<file path="config.mk">
export PLATFORM = sky130hd
export DESIGN_NAME = match_id_confirmation_filter
export DESIGN_NICKNAME = d
export VERILOG_FILES = /design/src/rtl/core/mcf_pkg.sv /design/src/rtl/core/mcf_cell.sv /design/src/rtl/core/mcf_history.sv /design/src/rtl/core/match_id_confirmation_filter.sv
export SDC_FILE = /design/constraint.sdc
export NUM_CORES = 1
export LEC_CHECK = 0
export ABC_AREA = 1
export BUFFER_PORTS_ARGS = -buffer_cell sky130_fd_sc_hd__buf_2
export CAP_MARGIN = 10
export CORE_MARGIN = 5
export CORE_UTILIZATION = 45
export CTS_BUF_LIST = sky130_fd_sc_hd__clkbuf_8
export DETAILED_ROUTE_END_ITERATION = 8
export GPL_TIMING_DRIVEN = 0
export RECOVER_POWER = 50
export SETUP_SLACK_MARGIN = 0.15
export SLEW_MARGIN = 20
export SYNTH_ARGS = -nofsm -noshare
export SYNTH_HDL_FRONTEND = slang
export SYNTH_HIERARCHICAL = 1
export SYNTH_SLANG_ARGS = --single-unit
</file>
<file path="constraint.sdc">
create_clock -name clk -period 10 [get_ports clk]
set_clock_uncertainty 0.05 [all_clocks]
set_input_delay 1 -clock clk [delete_from_list [all_inputs] [get_ports clk]]
set_output_delay 1 -clock clk [all_outputs]
set_load 0.02 [all_outputs]
</file>
<file path="src/rtl/core/mcf_pkg.sv">
package mcf_pkg;

    localparam int HISTORY_DEPTH = 8;
    localparam int ID_BITS = 16;
    localparam int FILL_BITS = $clog2(HISTORY_DEPTH + 1);

    typedef logic [ID_BITS-1:0] id_t;
    typedef logic [FILL_BITS-1:0] fill_t;

    typedef struct packed {
        logic       push;
        id_t        id;
        logic [3:0] len;
    } hist_ctl_t;

    localparam logic [2:0] EV_NOMATCH   = 3'd0;
    localparam logic [2:0] EV_NOISE     = 3'd1;
    localparam logic [2:0] EV_NONE      = 3'd2;
    localparam logic [2:0] EV_MIXHOLD   = 3'd3;
    localparam logic [2:0] EV_TENTATIVE = 3'd4;
    localparam logic [2:0] EV_CONFIRMED = 3'd5;

    localparam logic [2:0] REG_NOISE_FLOOR    = 3'd0;
    localparam logic [2:0] REG_FIRST_ACCEPT   = 3'd1;
    localparam logic [2:0] REG_SWITCH_ACCEPT  = 3'd2;
    localparam logic [2:0] REG_BREAK_NEEDED   = 3'd3;
    localparam logic [2:0] REG_CONFIRM_NEEDED = 3'd4;
    localparam logic [2:0] REG_HISTORY_LENGTH = 3'd5;

    localparam logic [15:0] NOISE_FLOOR_RST    = 16'd6554;
    localparam logic [15:0] FIRST_ACCEPT_RST   = 16'd19661;
    localparam logic [15:0] SWITCH_ACCEPT_RST  = 16'd16384;
    localparam logic [7:0]  BREAK_NEEDED_RST   = 8'd3;
    localparam logic [7:0]  CONFIRM_NEEDED_RST = 8'd2;
    localparam logic [3:0]  HISTORY_LENGTH_RST = 4'd6;

    function automatic logic [7:0] sat_inc(logic [7:0] c);
        return (c == 8'hFF) ? c : c + 8'd1;
    endfunction

    function automatic fill_t eff_len(logic [3:0] hl);
        fill_t r;
        if (hl == 4'd0)
        begin
            r = fill_t'(1);
        end
        else if (int'(hl) > HISTORY_DEPTH)
        begin
            r = fill_t'(HISTORY_DEPTH);
        end
        else
        begin
            r = fill_t'(hl);
        end
        return r;
    endfunction

endpackage

</file>
<file path="src/rtl/core/mcf_cell.sv">
module mcf_cell (
    input  logic          clk,
    input  logic          shift,
    input  mcf_pkg::id_t  id_in,
    input  logic          check,
    output mcf_pkg::id_t  id_out,
    output logic          diff
);

    mcf_pkg::id_t id_reg;

    always_ff @(posedge clk)
    begin
        if (shift)
        begin
            id_reg <= id_in;
        end
    end

    assign id_out = id_reg;
    assign diff   = check && (id_reg != id_in);

endmodule

</file>
<file path="src/rtl/core/mcf_history.sv">
module mcf_history (
    input  logic               clk,
    input  logic               rst_n,
    input  mcf_pkg::hist_ctl_t ctl,
    output logic               mix
);

    mcf_pkg::fill_t fill_reg;
    mcf_pkg::fill_t fill_next;
    mcf_pkg::fill_t len;
    mcf_pkg::id_t   cell_id [mcf_pkg::HISTORY_DEPTH];
    logic [mcf_pkg::HISTORY_DEPTH-1:0] diff;

    assign len = mcf_pkg::eff_len(ctl.len);

    always_comb
    begin
        fill_next = fill_reg;
        if (ctl.push)
        begin
            fill_next = (fill_reg < len) ? fill_reg + 1'b1 : len;
        end
    end

    always_ff @(posedge clk or negedge rst_n)
    begin
        if (!rst_n)
        begin
            fill_reg <= '0;
        end
        else
        begin
            fill_reg <= fill_next;
        end
    end

    // The newest id sits in the first cell; each cell after the first compares itself with its newer neighbour.
    for (genvar i = 0; i < mcf_pkg::HISTORY_DEPTH; i++)
    begin : g_cell
        if (i == 0)
        begin : g_head
            mcf_cell u_cell (
                .clk    (clk),
                .shift  (ctl.push),
                .id_in  (ctl.id),
                .check  (1'b0),
                .id_out (cell_id[i]),
                .diff   (diff[i])
            );
        end
        else
        begin : g_body
            mcf_cell u_cell (
                .clk    (clk),
                .shift  (ctl.push),
                .id_in  (cell_id[i-1]),
                .check  (fill_reg > mcf_pkg::fill_t'(i)),
                .id_out (cell_id[i]),
                .diff   (diff[i])
            );
        end
    end

    assign mix = |diff;

endmodule

</file>
<file path="src/rtl/core/match_id_confirmation_filter.sv">
// Classifies each match word from a fingerprint matcher and tracks confirmed,
// pending and tentative identifiers. From acceptance to its result, a word is
// first registered, then an accepted id is shifted into the history chain, and
// then the chain is evaluated and the track state updated, waiting while a held
// result still blocks the output register. A new word is taken once the previous
// result has been loaded into the output register, so the block works on one
// word at a time. Configuration may be written whenever no word is in flight.
module match_id_confirmation_filter (
    input  logic        clk,
    input  logic        rst_n,
    input  logic        cfg_write,
    input  logic [2:0]  cfg_index,
    input  logic [15:0] cfg_data,
    input  logic        in_valid,
    output logic        in_stall,
    input  logic        matched,
    input  logic [15:0] song_id,
    input  logic [15:0] confidence,
    output logic        out_valid,
    input  logic        out_stall,
    output logic [2:0]  event_res,
    output logic [15:0] echo_id,
    output logic [15:0] echo_confidence
);

    localparam logic [1:0] ST_IDLE   = 2'd0;
    localparam logic [1:0] ST_PUSH   = 2'd1;
    localparam logic [1:0] ST_DECIDE = 2'd2;

    logic [1:0]  state_reg, state_next;

    logic [15:0] noise_floor_reg, first_accept_reg, switch_accept_reg;
    logic [7:0]  break_needed_reg, confirm_needed_reg;
    logic [3:0]  history_length_reg;

    logic         matched_reg;
    mcf_pkg::id_t id_reg;
    logic [15:0]  conf_reg;

    logic         conf_v_reg, conf_v_next;
    mcf_pkg::id_t conf_id_reg, conf_id_next;
    logic         pend_v_reg, pend_v_next;
    mcf_pkg::id_t pend_id_reg, pend_id_next;
    logic [7:0]   pcnt_reg, pcnt_next;
    logic         tent_v_reg, tent_v_next;
    mcf_pkg::id_t tent_id_reg, tent_id_next;
    logic         brk_v_reg, brk_v_next;
    mcf_pkg::id_t brk_id_reg, brk_id_next;
    logic [7:0]   bcnt_reg, bcnt_next;
    logic         mixing_reg, mixing_next;

    logic         out_valid_reg;
    logic [2:0]   event_reg;
    logic [15:0]  echo_id_reg, echo_conf_reg;

    logic [15:0]  accept;
    logic         is_noise, is_hit, go, mix_det;
    logic [2:0]   ev;
    mcf_pkg::hist_ctl_t hist_ctl;

    logic         fast, mix1, mix2, pnow_v;
    mcf_pkg::id_t pnow_id;
    logic [7:0]   pnow_cnt, p1, p2, need, bnew;

    assign accept   = conf_v_reg ? switch_accept_reg : first_accept_reg;
    assign is_noise = conf_reg < noise_floor_reg;
    assign is_hit   = matched_reg && !is_noise && !(conf_reg < accept);
    assign go       = (state_reg == ST_DECIDE) && (!out_valid_reg || !out_stall);

    assign hist_ctl.push = (state_reg == ST_PUSH) && is_hit;
    assign hist_ctl.id   = id_reg;
    assign hist_ctl.len  = history_length_reg;

    mcf_history u_history (
        .clk   (clk),
        .rst_n (rst_n),
        .ctl   (hist_ctl),
        .mix   (mix_det)
    );

    always_comb
    begin
        unique case (state_reg)
            ST_IDLE:   state_next = (in_valid) ? ST_PUSH : ST_IDLE;
            ST_PUSH:   state_next = ST_DECIDE;
            ST_DECIDE: state_next = go ? ST_IDLE : ST_DECIDE;
            default:   state_next = ST_IDLE;
        endcase
    end

    always_comb
    begin
        conf_v_next  = conf_v_reg;
        conf_id_next = conf_id_reg;
        pend_v_next  = pend_v_reg;
        pend_id_next = pend_id_reg;
        pcnt_next    = pcnt_reg;
        tent_v_next  = tent_v_reg;
        tent_id_next = tent_id_reg;
        brk_v_next   = brk_v_reg;
        brk_id_next  = brk_id_reg;
        bcnt_next    = bcnt_reg;
        mixing_next  = mixing_reg;
        ev           = mcf_pkg::EV_NOMATCH;
        fast         = 1'b0;
        mix1         = 1'b0;
        mix2         = 1'b0;
        pnow_v       = pend_v_reg;
        pnow_id      = pend_id_reg;
        pnow_cnt     = pcnt_reg;
        p1           = 8'd0;
        p2           = 8'd0;
        need         = 8'd1;
        bnew         = 8'd0;

        priority if (!matched_reg || is_noise)
        begin
            pend_v_next  = 1'b0;
            pend_id_next = '0;
            pcnt_next    = 8'd0;
            ev           = matched_reg ? mcf_pkg::EV_NOISE : mcf_pkg::EV_NOMATCH;
        end
        else if (!is_hit)
        begin
            priority if (!conf_v_reg)
            begin
                ev = mcf_pkg::EV_NONE;
            end
            else if (mixing_reg)
            begin
                if (conf_id_reg == id_reg)
                begin
                    mixing_next = 1'b0;
                end
                ev = mcf_pkg::EV_MIXHOLD;
            end
            else if (conf_id_reg == id_reg)
            begin
                ev = mcf_pkg::EV_NONE;
            end
            else if (!tent_v_reg || tent_id_reg == id_reg)
            begin
                tent_v_next  = 1'b1;
                tent_id_next = id_reg;
                brk_v_next   = 1'b0;
                brk_id_next  = '0;
                bcnt_next    = 8'd0;
                ev           = mcf_pkg::EV_TENTATIVE;
            end
            else
            begin
                bnew = (brk_v_reg && brk_id_reg == id_reg) ? mcf_pkg::sat_inc(bcnt_reg) : 8'd1;
                if (bnew >= break_needed_reg)
                begin
                    tent_id_next = id_reg;
                    brk_v_next   = 1'b0;
                    brk_id_next  = '0;
                    bcnt_next    = 8'd0;
                    ev           = mcf_pkg::EV_TENTATIVE;
                end
                else
                begin
                    brk_v_next  = 1'b1;
                    brk_id_next = id_reg;
                    bcnt_next   = bnew;
                    ev          = mcf_pkg::EV_NONE;
                end
            end
        end
        else
        begin
            fast         = tent_v_reg && tent_id_reg == id_reg;
            tent_v_next  = 1'b0;
            tent_id_next = '0;
            brk_v_next   = 1'b0;
            brk_id_next  = '0;
            bcnt_next    = 8'd0;
            if (conf_v_reg && conf_id_reg == id_reg)
            begin
                pend_v_next  = 1'b0;
                pend_id_next = '0;
                pcnt_next    = 8'd0;
                mixing_next  = 1'b0;
                ev           = mcf_pkg::EV_NONE;
            end
            else
            begin
                mix1 = mixing_reg || (conf_v_reg && mix_det);
                mix2 = mix1;
                p1   = (pend_v_reg && pend_id_reg == id_reg) ? mcf_pkg::sat_inc(pcnt_reg) : 8'd1;
                if (mix1 && !fast && p1 < 8'd2)
                begin
                    pend_v_next  = 1'b1;
                    pend_id_next = id_reg;
                    pcnt_next    = p1;
                    mixing_next  = mix1;
                    ev           = mcf_pkg::EV_MIXHOLD;
                end
                else
                begin
                    // A settled mix counts the same hit once more.
                    if (mix1 && !fast)
                    begin
                        mix2     = 1'b0;
                        pnow_v   = 1'b1;
                        pnow_id  = id_reg;
                        pnow_cnt = p1;
                    end
                    need = (fast || !conf_v_reg) ? 8'd1 : confirm_needed_reg;
                    if (fast)
                    begin
                        mix2 = 1'b0;
                    end
                    p2 = (pnow_v && pnow_id == id_reg) ? mcf_pkg::sat_inc(pnow_cnt) : 8'd1;
                    if (p2 < need)
                    begin
                        pend_v_next  = 1'b1;
                        pend_id_next = id_reg;
                        pcnt_next    = p2;
                        mixing_next  = mix2;
                        ev           = mcf_pkg::EV_NONE;
                    end
                    else
                    begin
                        conf_v_next  = 1'b1;
                        conf_id_next = id_reg;
                        pend_v_next  = 1'b0;
                        pend_id_next = '0;
                        pcnt_next    = 8'd0;
                        mixing_next  = 1'b0;
                        ev           = mcf_pkg::EV_CONFIRMED;
                    end
                end
            end
        end
    end

    always_ff @(posedge clk or negedge rst_n)
    begin
        if (!rst_n)
        begin
            state_reg          <= ST_IDLE;
            noise_floor_reg    <= mcf_pkg::NOISE_FLOOR_RST;
            first_accept_reg   <= mcf_pkg::FIRST_ACCEPT_RST;
            switch_accept_reg  <= mcf_pkg::SWITCH_ACCEPT_RST;
            break_needed_reg   <= mcf_pkg::BREAK_NEEDED_RST;
            confirm_needed_reg <= mcf_pkg::CONFIRM_NEEDED_RST;
            history_length_reg <= mcf_pkg::HISTORY_LENGTH_RST;
            conf_v_reg         <= 1'b0;
            conf_id_reg        <= '0;
            pend_v_reg         <= 1'b0;
            pend_id_reg        <= '0;
            pcnt_reg           <= 8'd0;
            tent_v_reg         <= 1'b0;
            tent_id_reg        <= '0;
            brk_v_reg          <= 1'b0;
            brk_id_reg         <= '0;
            bcnt_reg           <= 8'd0;
            mixing_reg         <= 1'b0;
            out_valid_reg      <= 1'b0;
        end
        else
        begin
            state_reg <= state_next;
            if (cfg_write)
            begin
                unique case (cfg_index)
                    mcf_pkg::REG_NOISE_FLOOR:    noise_floor_reg    <= cfg_data;
                    mcf_pkg::REG_FIRST_ACCEPT:   first_accept_reg   <= cfg_data;
                    mcf_pkg::REG_SWITCH_ACCEPT:  switch_accept_reg  <= cfg_data;
                    mcf_pkg::REG_BREAK_NEEDED:   break_needed_reg   <= cfg_data[7:0];
                    mcf_pkg::REG_CONFIRM_NEEDED: confirm_needed_reg <= cfg_data[7:0];
                    mcf_pkg::REG_HISTORY_LENGTH: history_length_reg <= cfg_data[3:0];
                    default:                     ;
                endcase
            end
            if (go)
            begin
                conf_v_reg  <= conf_v_next;
                conf_id_reg <= conf_id_next;
                pend_v_reg  <= pend_v_next;
                pend_id_reg <= pend_id_next;
                pcnt_reg    <= pcnt_next;
                tent_v_reg  <= tent_v_next;
                tent_id_reg <= tent_id_next;
                brk_v_reg   <= brk_v_next;
                brk_id_reg  <= brk_id_next;
                bcnt_reg    <= bcnt_next;
                mixing_reg  <= mixing_next;
            end
            if (go)
            begin
                out_valid_reg <= 1'b1;
            end
            else if (!out_stall)
            begin
                out_valid_reg <= 1'b0;
            end
        end
    end

    always_ff @(posedge clk)
    begin
        if (state_reg == ST_IDLE && in_valid)
        begin
            matched_reg <= matched;
            id_reg      <= mcf_pkg::id_t'(song_id);
            conf_reg    <= confidence;
        end
        if (go)
        begin
            event_reg     <= ev;
            echo_id_reg   <= 16'(id_reg);
            echo_conf_reg <= conf_reg;
        end
    end

    assign in_stall        = (state_reg != ST_IDLE);
    assign out_valid       = out_valid_reg;
    assign event_res       = event_reg;
    assign echo_id         = echo_id_reg;
    assign echo_confidence = echo_conf_reg;

    a_rise_after_decide: assert property (@(posedge clk) disable iff (!rst_n)
        $rose(out_valid_reg) |-> $past(state_reg == ST_DECIDE))
        else $error("result word appeared without an evaluation");

    a_accept_to_push: assert property (@(posedge clk) disable iff (!rst_n)
        (in_valid && !in_stall) |=> (state_reg == ST_PUSH))
        else $error("accepted word did not start processing");

    a_confirm_stored: assert property (@(posedge clk) disable iff (!rst_n)
        (go && ev == mcf_pkg::EV_CONFIRMED) |=> (conf_v_reg && conf_id_reg == $past(id_reg)))
        else $error("confirmed event without the track being stored");

    a_mix_needs_track: assert property (@(posedge clk) disable iff (!rst_n)
        (mixing_reg || tent_v_reg) |-> conf_v_reg)
        else $error("mix hold or tentative lock without a confirmed track");

    a_pending_count: assert property (@(posedge clk) disable iff (!rst_n)
        pend_v_reg == (pcnt_reg != 8'd0))
        else $error("pending count disagrees with the pending valid flag");

endmodule
</file>
; Word-level counts from Yosys, hierarchy flattened
; Cells that the tools add are included.
[op_classes]
n_bitwise = 4
n_eq_ne = 25
n_reduce_logical = 54
muxes = 95
add_sub_neg = 4
n_lt_le_gt_ge = 14
[op_table]
columns = op, n
row1 = $mux 16, 23
row2 = $mux 8, 23
row3 = $ne 16x16->1, 7
row4 = $eq 16x16->1, 5
row5 = $mux 1, 34
row6 = $lt 16x16->1, 2
row7 = $mux 3, 10
row8 = $add 8x1->8 const B, 3
row9 = $eq 8x8->1 const B, 3
row10 = $logic_and 1x1->1, 20
row11 = $reduce_and 6->1, 3
row12 = $gt 4x3->1 const B, 4
row13 = $reduce_and 2->1, 7
row14 = $mux 4, 3
row15 = $ge 8x8->1, 1
row16 = $gt 4x2->1 const B, 2
row17 = $logic_not 1->1, 8
row18 = $lt 8x2->1 const B, 1
row19 = $lt 8x8->1, 1
row20 = $reduce_bool 2->1, 4
row21 = $reduce_or 7->1, 1
row22 = $eq 3x2->1 const B, 2
row23 = $eq 3x3->1 const B, 2
row24 = $pmux 2 s3, 1
row25 = other kinds (18), 26
[word_totals]
regBits = 356
elab_cells = 230
inputBits = 57

; Logic depth before layout (Yosys ltp)
[depth]
word_depth = 20
mapped_depth = 34

; Hierarchy
; The synthesis kept the hierarchy.
[by_module_without_submodules]
columns = mod, n_inst, seq_area_each_um2, cells_per_inst, area_each_um2
row1 = match_id_confirmation_filter, 1, 5972.0, 1266, 11379.7
row2 = mcf_cell, 8, 480.5, 101, 805.8
row3 = mcf_history, 1, 100.1, 68, 486.7

; Least setup slack after synthesis
; No wires, ideal clock.
[synth_path]
path_type = register to register
from = register conf_v_reg
to = register u_history.fill_reg[0]
period_less_slack_ns = 9.195
path_slack_ns = 0.805
arrival_time_ns = 9.011
stages_incl_launch_ff = 17
path_cell_list = dfrtp_1 buf_2 buf_1 mux2i_1 ha_1 nand2_1 o21ai_0 a221oi_1 o211ai_1 and2_1 inv_1 clkbuf_1 buf_1 nor2_1 inv_1 nand2_1 nand2_1
[synth_rtl]
columns = element, line
row1 = from (decl), match_id_confirmation_filter.sv:40  ; logic conf_v_reg, conf_v_next;
row2 = from (signal assigned), match_id_confirmation_filter.sv:279  ; conf_v_reg <= conf_v_next;
row3 = to (signal assigned), mcf_history.sv:33  ; fill_reg <= fill_next;
row4 = to (decl), mcf_history.sv:8  ; mcf_pkg::fill_t fill_reg;

==> metrics.txt <==
outcome finished with violations; failing checks capacitance limit, slew limit; GRT Util Overall 0.193; maximum fanout along the worst path 27; clock sink count 356; Multi-input gate area 0.00680 mm²; synthesized area 0.0183 mm²; fraction of layout cells with a size suffix above 1 0.126; Final Hold Viols 0; worst r2r dst u_history/g_cell[5].g_body.u_cell/id_out[12]; Synth top area share 0.321; crit path kind reg2reg; Skew-Pair Late Insertion Delay 0.63 ns; met2 routed WL 20300 µm; Worst Path Arrival 5.63 ns; Unique masters post-synth 55; LEAKAGE 10.4 nW; Net Count, Synth 2254; Die Wd 212 µm; CP max stage cell buf_1; Post-Layout Cell Count 2898; ant diodes 0; DR vias 14100; DR WL/cell 14.8 µm; fillcell total 3850; H-Tree Depth 3; Post-CTS Resized 0; Num CTS Buffers 67; DR iter-0 viols 982; worst-margin pin slew 3.69 ns; Tightest Hold Check Type reg2reg; most frequent CP cell buf_16; worst stage delay on the critical path 0.65 ns; Die Height 212 µm; max-cap viol count 2; design area 0.0210 mm²; initial antenna violation count 0; CTS root buf clkbuf_8; IO Pins 94; Area after DPL 0.0198 mm²; TritonCTS clock tree done; pin count of the biggest net entering global routing 96; row cnt 74; uppermost routed layer met4; r2r setup slk 4.63 ns; Worst setup SP type flip-flop; Routed WL 43000 µm; FFs w/ async S/R, synth 0.449; post-detail-place hpwl 31200 µm; Final Power 4.27 mW; DRT Pass-1 Iters 7; DRC Markers 0; IO buf count 93; fin crit period 5.37 ns; clock-pin slew on the worst setup and hold paths 0.06 ns; critical-path cell list buf_2 -> buf_1 -> mux2i_1 -> ha_1 -> nand2_1 -> o21ai_0 -> a221oi_1 -> o211ai_1 -> and2_1 -> inv_1 -> clkbuf_1 -> buf_1 -> nor2_4 -> buf_16 -> buf_16 -> buf_16 -> buf_12; final count of negative-setup-slack endpoints 0; main flop type after synthesis edfxtp_1; Starting Density 0.452; vias in the first global route 13600; Relative slew margins -1.46; dpl ws 4.63 ns; PnR worst setup slack 4.63 ns; Post-synth EDFFs 196; Peak Freq 186 MHz; Synth-to-Final Area Change 14.4%; syn_area_per_cell 8.55 µm²; area leader, netlist edfxtp_1; register bit total from synthesis 356; Power Density 204 mW/mm²; period utilisation layout 0.537; Slew Limit Fails 73; cts-stage hold buffer count 0; met1 WL 19400 µm; Core Box Area 0.0406 mm²; wire length on met3 2240 µm; sequential fraction of the synthesis area 0.541; DP Cell Count 2778; required time worst endpoint 10.26 ns; unrepaired setup endpoints after global routing false; Worst setup EP type flip-flop; post-CTS setup buffers 0; clock buffer depth 3; Mapped Cells 2142; post-route antenna net violation count 0; Final Wtd Congestion 0.873; Crit Reg-Reg Startpoint conf_v_reg; first-pass GRT wire length 69700 µm; grt ovf 0; max reg flops 112; worst reg2reg path depth 17; top post-synthesis cells by area edfxtp_1 32%, dfrtp_1 19%, nand2_1 13%; nets 2427; crit path from conf_v_reg; worst hold margin 0.432 ns; Worst Setup EP u_history/g_cell[5].g_body.u_cell/id_out[12]; vias per cell 4.85; VDD IR max 98.5 µV; register area 0.00992 mm²; synthesis warning total 6; Die ar. 0.0448 mm²
cell type report:
class                      instances  area share
tap                              532      0.0318
sequential                       356       0.473
clock inverter                    50      0.0131
clock buffer                      70      0.0460
multi-input combinational       1388       0.325
buffer                            43      0.0121
inverter                         355      0.0642
timing repair buffer             104      0.0349
cell usage after synthesis, types with 6 or more instances:
library cell,number
nand2_4,6
dfrtp_1,139
nand3_1,55
nand2_2,10
o21ai_1,8
clkbuf_1,22
inv_2,18
edfxtp_1,196
nand2_1,630
nor4_1,6
xnor2_1,7
xor2_1,32
o211ai_1,6
nor2_2,11
ha_1,55
o21ai_2,13
nand4_1,29
o21ai_0,128
mux2i_1,16
nor3_1,11
dfstp_2,21
o22ai_1,13
a21oi_1,48
buf_4,14
nor2_1,267
inv_1,336
worst max-delay path, delay by kind of cell, from the launching register on:
family	cells	cell delay [ns]
buffers and inverters	9	2.43
AND/OR/NAND/NOR	3	0.95
AO/OA/AOI/OAI	3	0.63
flip-flops	1	0.36
adder cells (fa/ha/maj)	1	0.33
multiplexers	1	0.25
per-stage QoR:
| step | utilization | TNS (ns) |
|---|---|---|
| 2_1_floorplan | - | 0 |
| 3_3_place_gp | 0.479 | -323.60 |
| 3_5_place_dp | 0.487 | 0 |
| 4_1_cts | 0.518 | 0 |
| 5_1_grt | 0.517 | 0 |
| 6_report | 0.517 | 0 |
where the power goes:
part	total, mW	internal, mW	switching, mW
Combinational	0.957	0.354	0.603
Clock	1.31	0.683	0.631
Sequential	2.00	1.83	0.174
how the worst min path moves through the flow:
stage                            end                   from  slack [ns]  depth (start not counted)
2_1_floorplan  confirm_needed_reg[0]  confirm_needed_reg[0]        0.40                          2
3_3_place_gp    switch_accept_reg[6]   switch_accept_reg[6]        0.42                          2
3_5_place_dp    switch_accept_reg[6]   switch_accept_reg[6]        0.42                          2
4_1_cts          first_accept_reg[5]                  rst_n        0.25                          1
5_1_grt                   id_reg[13]            song_id[13]        0.45                          1
6_report        switch_accept_reg[6]   switch_accept_reg[6]        0.43                          2
metal layers:
| layer | vias to the layer above | track usage |
|---|---|---|
| li1 | 7153 | - |
| met5 | - | 0 |
| met4 | 0 | 0.0635 |
| met2 | 306 | 0.312 |
| met3 | 71 | 0.0368 |
| met1 | 6529 | 0.264 |
layout by cell type (no fill, tap or decap), types with 16 or more instances in the layout:
cell type,n
mux2i_1,16
buf_2,91
clkbuf_1,25
clkbuf_8,70
ha_1,55
nand3_1,55
dfrtp_1,139
xor2_1,32
inv_1,360
edfxtp_1,196
nand2_1,630
nand4_1,29
o21ai_0,128
inv_2,18
nor2_1,266
a21oi_1,48
dfstp_2,21
cell families (layout without fill, tap and decap cells):
kind of cell | count (synthesis) | count (layout) | synth area share
adder cells (fa/ha/maj) | 55 | 55 | 0.0376
flip-flops | 356 | 356 | 0.541
buffers and inverters | 398 | 622 | 0.0874
other | 1 | 1 | 0.000205
AND/OR/NAND/NOR | 1040 | 1040 | 0.233
multiplexers | 16 | 16 | 0.00875
XOR/XNOR | 39 | 39 | 0.0187
AO/OA/AOI/OAI | 237 | 237 | 0.0734
Note: power is estimated with default switching activity, not from simulation.
